<file path="src/rtl/core/cal_pkg.sv">
package cal_pkg;

  // List geometry
  localparam int CAPACITY   = 512;
  localparam int DATA_WIDTH = 32;

  // Port widths fixed by the item format
  localparam int FUNC_W  = 4;
  localparam int ELEM_W  = 32;
  localparam int COUNT_W = 10;
  localparam int POS_W   = 10;

  // Internal count and cursor width, and a width wide enough to compare either against a port
  localparam int CNT_W  = $clog2(CAPACITY + 1);
  localparam int WIDE_W = 16;

  // Read tree: OR of one-hot masked cell words, eight children per node
  localparam int TREE_RADIX = 8;

  function automatic int tree_levels(input int leaves);
    int lv;
    int span;
    lv   = 1;
    span = TREE_RADIX;
    while (span < leaves) begin
      span = span * TREE_RADIX;
      lv++;
    end
    return lv;
  endfunction

  localparam int TREE_LEVELS = tree_levels(CAPACITY);
  localparam int TREE_PAD    = TREE_RADIX ** TREE_LEVELS;
  localparam int WAIT_W      = $clog2(TREE_LEVELS + 1);

  // Number of nodes on a tree level, level 0 being nearest the leaves
  function automatic int tree_width(input int lvl);
    return TREE_RADIX ** (TREE_LEVELS - 1 - lvl);
  endfunction

  // Offset of a tree level in the flat node store
  function automatic int tree_off(input int lvl);
    int sum;
    sum = 0;
    for (int k = 0; k < lvl; k++) begin
      sum = sum + tree_width(k);
    end
    return sum;
  endfunction

  localparam int TREE_NODES = tree_off(TREE_LEVELS);

  // Operation codes of the func field
  typedef enum logic [FUNC_W-1:0] {
    FN_INSERT = 4'd0,
    FN_APPEND = 4'd1,
    FN_REMOVE = 4'd2,
    FN_BEGIN  = 4'd3,
    FN_END    = 4'd4,
    FN_PREV   = 4'd5,
    FN_NEXT   = 4'd6,
    FN_SET    = 4'd7,
    FN_CLEAR  = 4'd8,
    FN_READ   = 4'd9
  } func_t;

  typedef enum logic [1:0] {
    ST_OK     = 2'd0,
    ST_FULL   = 2'd1,
    ST_NOELEM = 2'd2,
    ST_RANGE  = 2'd3
  } status_t;

  // Shift command broadcast to every cell
  typedef enum logic [1:0] {
    CO_HOLD   = 2'd0,
    CO_INSERT = 2'd1,
    CO_APPEND = 2'd2,
    CO_REMOVE = 2'd3
  } cell_op_t;

  typedef struct packed {
    cell_op_t              op;
    logic [CNT_W-1:0]      cursor;
    logic [CNT_W-1:0]      length;
    logic [DATA_WIDTH-1:0] data;
  } cell_cmd_t;

endpackage

</file>
<file path="src/rtl/core/cal_cell.sv">
module cal_cell
  import cal_pkg::*;
(
  input  logic                  clk,
  input  logic [CNT_W-1:0]      index,
  input  cell_cmd_t             cmd,
  input  logic [DATA_WIDTH-1:0] left_data,
  input  logic [DATA_WIDTH-1:0] right_data,
  output logic [DATA_WIDTH-1:0] data,
  output logic [DATA_WIDTH-1:0] read_data
);

  // Shift up on insert, down on remove, load on the write place
  always_ff @(posedge clk) begin
    case (cmd.op)
      CO_INSERT: begin
        if (index == cmd.cursor) begin
          data <= cmd.data;
        end else if (index > cmd.cursor) begin
          data <= left_data;
        end
      end
      CO_APPEND: begin
        if (index == cmd.length) begin
          data <= cmd.data;
        end
      end
      CO_REMOVE: begin
        if (index >= cmd.cursor) begin
          data <= right_data;
        end
      end
      default: begin
      end
    endcase
  end

  // Offer the word to the read tree only at the cursor
  assign read_data = (index == cmd.cursor) ? data : '0;

endmodule

</file>
<file path="config.mk">
export PLATFORM = sky130hd
export DESIGN_NAME = cal_cell
export DESIGN_NICKNAME = d
export VERILOG_FILES = /design/src/rtl/core/cal_pkg.sv /design/src/rtl/core/cal_cell.sv
export SDC_FILE = /design/constraint.sdc
export NUM_CORES = 1
export LEC_CHECK = 0
export BUFFER_PORTS_ARGS = -buffer_cell sky130_fd_sc_hd__clkbuf_2
export CORE_MARGIN = 8
export CORE_UTILIZATION = 41
export CTS_CLUSTER_SIZE = 24
export DETAILED_ROUTE_END_ITERATION = 8
export PLACE_DENSITY_LB_ADDON = 0.25
export REMOVE_ABC_BUFFERS = 1
export SYNTH_ARGS = -nofsm -noshare
export SYNTH_HDL_FRONTEND = slang
export SYNTH_SLANG_ARGS = --single-unit
</file>
<file path="constraint.sdc">
create_clock -name clk -period 5.9 [get_ports clk]
set_input_delay 1.18 -clock clk [delete_from_list [all_inputs] [get_ports clk]]
set_output_delay 1.18 -clock clk [all_outputs]
set_load 0.1 [all_outputs]
</file>
==> flow_summary.json <==
{
  "ios": 193,
  "die_w_um": 95.2,
  "ys_seq_area_share_pct": 37.4,
  "grt_pass1_vias": 2757,
  "nets": 584,
  "cap_violations": 0,
  "n_antenna_cell": 0,
  "drive_above_1_share_pct": 46.0,
  "critical_path.startpoint_type": "input pin",
  "hold_buffers": 0,
  "worst_pin_slew_ps": 1020,
  "dieArea_mm2": 0.00905,
  "synth.top_cell.area_share_pct": 37.4,
  "final_cell_count_no_fill": 523,
  "synthCells": 264,
  "ir_worst_vdd_uv": 136,
  "worstPathArrival_ps": 3040,
  "setup_slack_ps": 1680,
  "ys_ff_latch": 32,
  "start_util_pct": 41.4,
  "total_power_mw": 0.764,
  "regMostFlops": "data",
  "timing.fmax_mhz": 237,
  "cts_tree": "yes",
  "finish.utilization_pct": 58.8,
  "fin_crit_sh_pct": 71.6,
  "setup_viol": 0,
  "synthesis.yosys.warnings": 0,
  "grt_pass1_wl_mm": 12.4,
  "hold_viol": 0,
  "avgSynthCellArea_um2": 9.73,
  "maxSlewHeadroom_pct": 32.0,
  "vias": 2580,
  "cts_buffer_depth": 2,
  "rsz0062_at_grt": "false",
  "end_kind": "primary output",
  "cts_buffers": 5,
  "hp-class": "in2reg",
  "hpwl_mm": 6.38,
  "p_leak_nw": 1.70,
  "antenna_found_initial": 0,
  "drc_errors": 0,
  "status": "finished clean",
  "io_buffers": 192,
  "syn_area_mm2": 0.00257,
  "clk_pin_slew_worst_paths_ps": 60,
  "rows": 29,
  "area_growth_pct": 41.9,
  "grt_max_degree": 66,
  "period_needed_ps": 4220,
  "cp_max_fo": 65,
  "clock_tree.htree_level_count": 2,
  "synth.distinct_cells": 30,
  "cts_sinks": 32,
  "wirelength_mm": 7.99,
  "post_cts_buffers": 0,
  "firstDrtPassIters": 4,
  "post_cts_resized": 0,
  "die_h_um": 95.2,
  "p_per_area_mw_per_mm2": 210,
  "dp_cells": 515,
  "drt_iter0_drc": 58,
  "globalRouteOverflowTotal": 0,
  "preCtsSetupSlack_ps": 1680,
  "largest_reg_flops": 32,
  "grt_usage_pct": 17.2,
  "viasPerCell": 4.93,
  "tns_ps": 0,
  "gp_congestion": 0.792,
  "cts_root_buffer": "clkbuf_8",
  "path_class": "in2out",
  "ys_top_cells_by_area": "edfxtp_1 (37%), mux2i_1 (12%), a211oi_1 (9.4%)",
  "yosysTopAreaCell": "edfxtp_1",
  "wl_per_cell_um": 15.3,
  "antenna_left": 0,
  "finalMaxSlewViolations": 0,
  "core_area_mm2": 0.00620,
  "cp.required_ps": 4720,
  "reg_top3": "data x32"
}
-- power by group --
part	switching, mW	internal, mW
sequential	0.0112	0.281
combinational	0.239	0.0766
clock	0.0765	0.0799
total	0.327	0.438
-- synthesized netlist by cell type --
cell type,n
edfxtp_1,32
a21oi_1,35
inv_2,1
nor2b_1,31
mux2i_1,31
nand3_1,1
nor3_2,1
inv_1,11
xor2_1,7
a21o_1,1
xnor2_1,3
nor4_1,1
buf_2,2
and2_1,32
ha_1,10
buf_4,1
buf_6,2
nand2_1,2
nand2b_1,2
clkbuf_1,12
o41ai_1,1
buf_1,2
buf_8,1
o21ai_0,2
nor3_1,2
nand4_1,3
or4_1,1
a211oi_1,32
a311oi_2,1
nor2_1,1
-- per-layer routing --
metal	track usage, %	part of all wire (%)	vias up
met1	18.9	39	1131
met2	31.0	49	121
met5	0	0	-
li1	-	-	1322
met4	5.20	1.2	0
met3	5.04	10	6
-- stage by stage --
| step | instance area [um^2] | hold WS, ps |
|---|---|---|
| finish | 3650 | 1250 |
| global route | 3650 | 1240 |
| CTS | 3650 | 1240 |
| detailed placement | 3560 | 1540 |
| global placement | 3560 | 1530 |
| floorplan | 2460 | 1410 |
-- layout make-up --
class	count	area, um^2
clock buffer	5	68.8
clock inverter	3	13.8
fill	557	2560
inverter	12	45.0
multi-input combinational	200	1470
sequential	32	961
tap	77	96.3
timing repair buffer	194	988
-- logic make-up (layout without fill, tap and decap cells) --
| group | count (synthesis) | in the layout | share of synthesized area [%] |
|---|---|---|---|
| simple gates | 77 | 77 | 18.5 |
| compound gates | 72 | 72 | 17.8 |
| flops | 32 | 32 | 37.4 |
| buf+inv | 32 | 214 | 5.94 |
| mux | 31 | 31 | 12.1 |
| fa+ha+maj | 10 | 10 | 4.87 |
| xor+xnor | 10 | 10 | 3.41 |
-- cell usage in the layout (no fill, tap or decap), drive strengths merged --
| cell type | count |
|---|---|
| nor2b | 31 |
| and2 | 32 |
| nand2 | 2 |
| ha | 10 |
| clkbuf | 197 |
| nor3 | 3 |
| nand4 | 3 |
| edfxtp | 32 |
| a21oi | 35 |
| o21ai | 2 |
| nor4 | 1 |
| o41ai | 1 |
| a211oi | 32 |
| nor2 | 1 |
| clkinv | 3 |
| buf | 2 |
| or4 | 1 |
| inv | 12 |
| a21o | 1 |
| xnor2 | 3 |
| nand3 | 1 |
| mux2i | 31 |
| a311oi | 1 |
| nand2b | 2 |
| xor2 | 7 |
-- critical path: stages --
cell and delay [ps]:
clkbuf_2 110, ha_1 330, nand4_1 200, nor3_4 240, buf_12 320, and2_1 180
clkbuf_2 450
-- worst paths after layout --
kind / startpoint / end / slack (ps) / cells after the start
hold / removal: right_data[25] / data[25]$_DFFE_PP_ / 1250 / 3
setup / recovery: index[5] / read_data[26] / 1680 / 7
(Power assumes the default switching activity.)
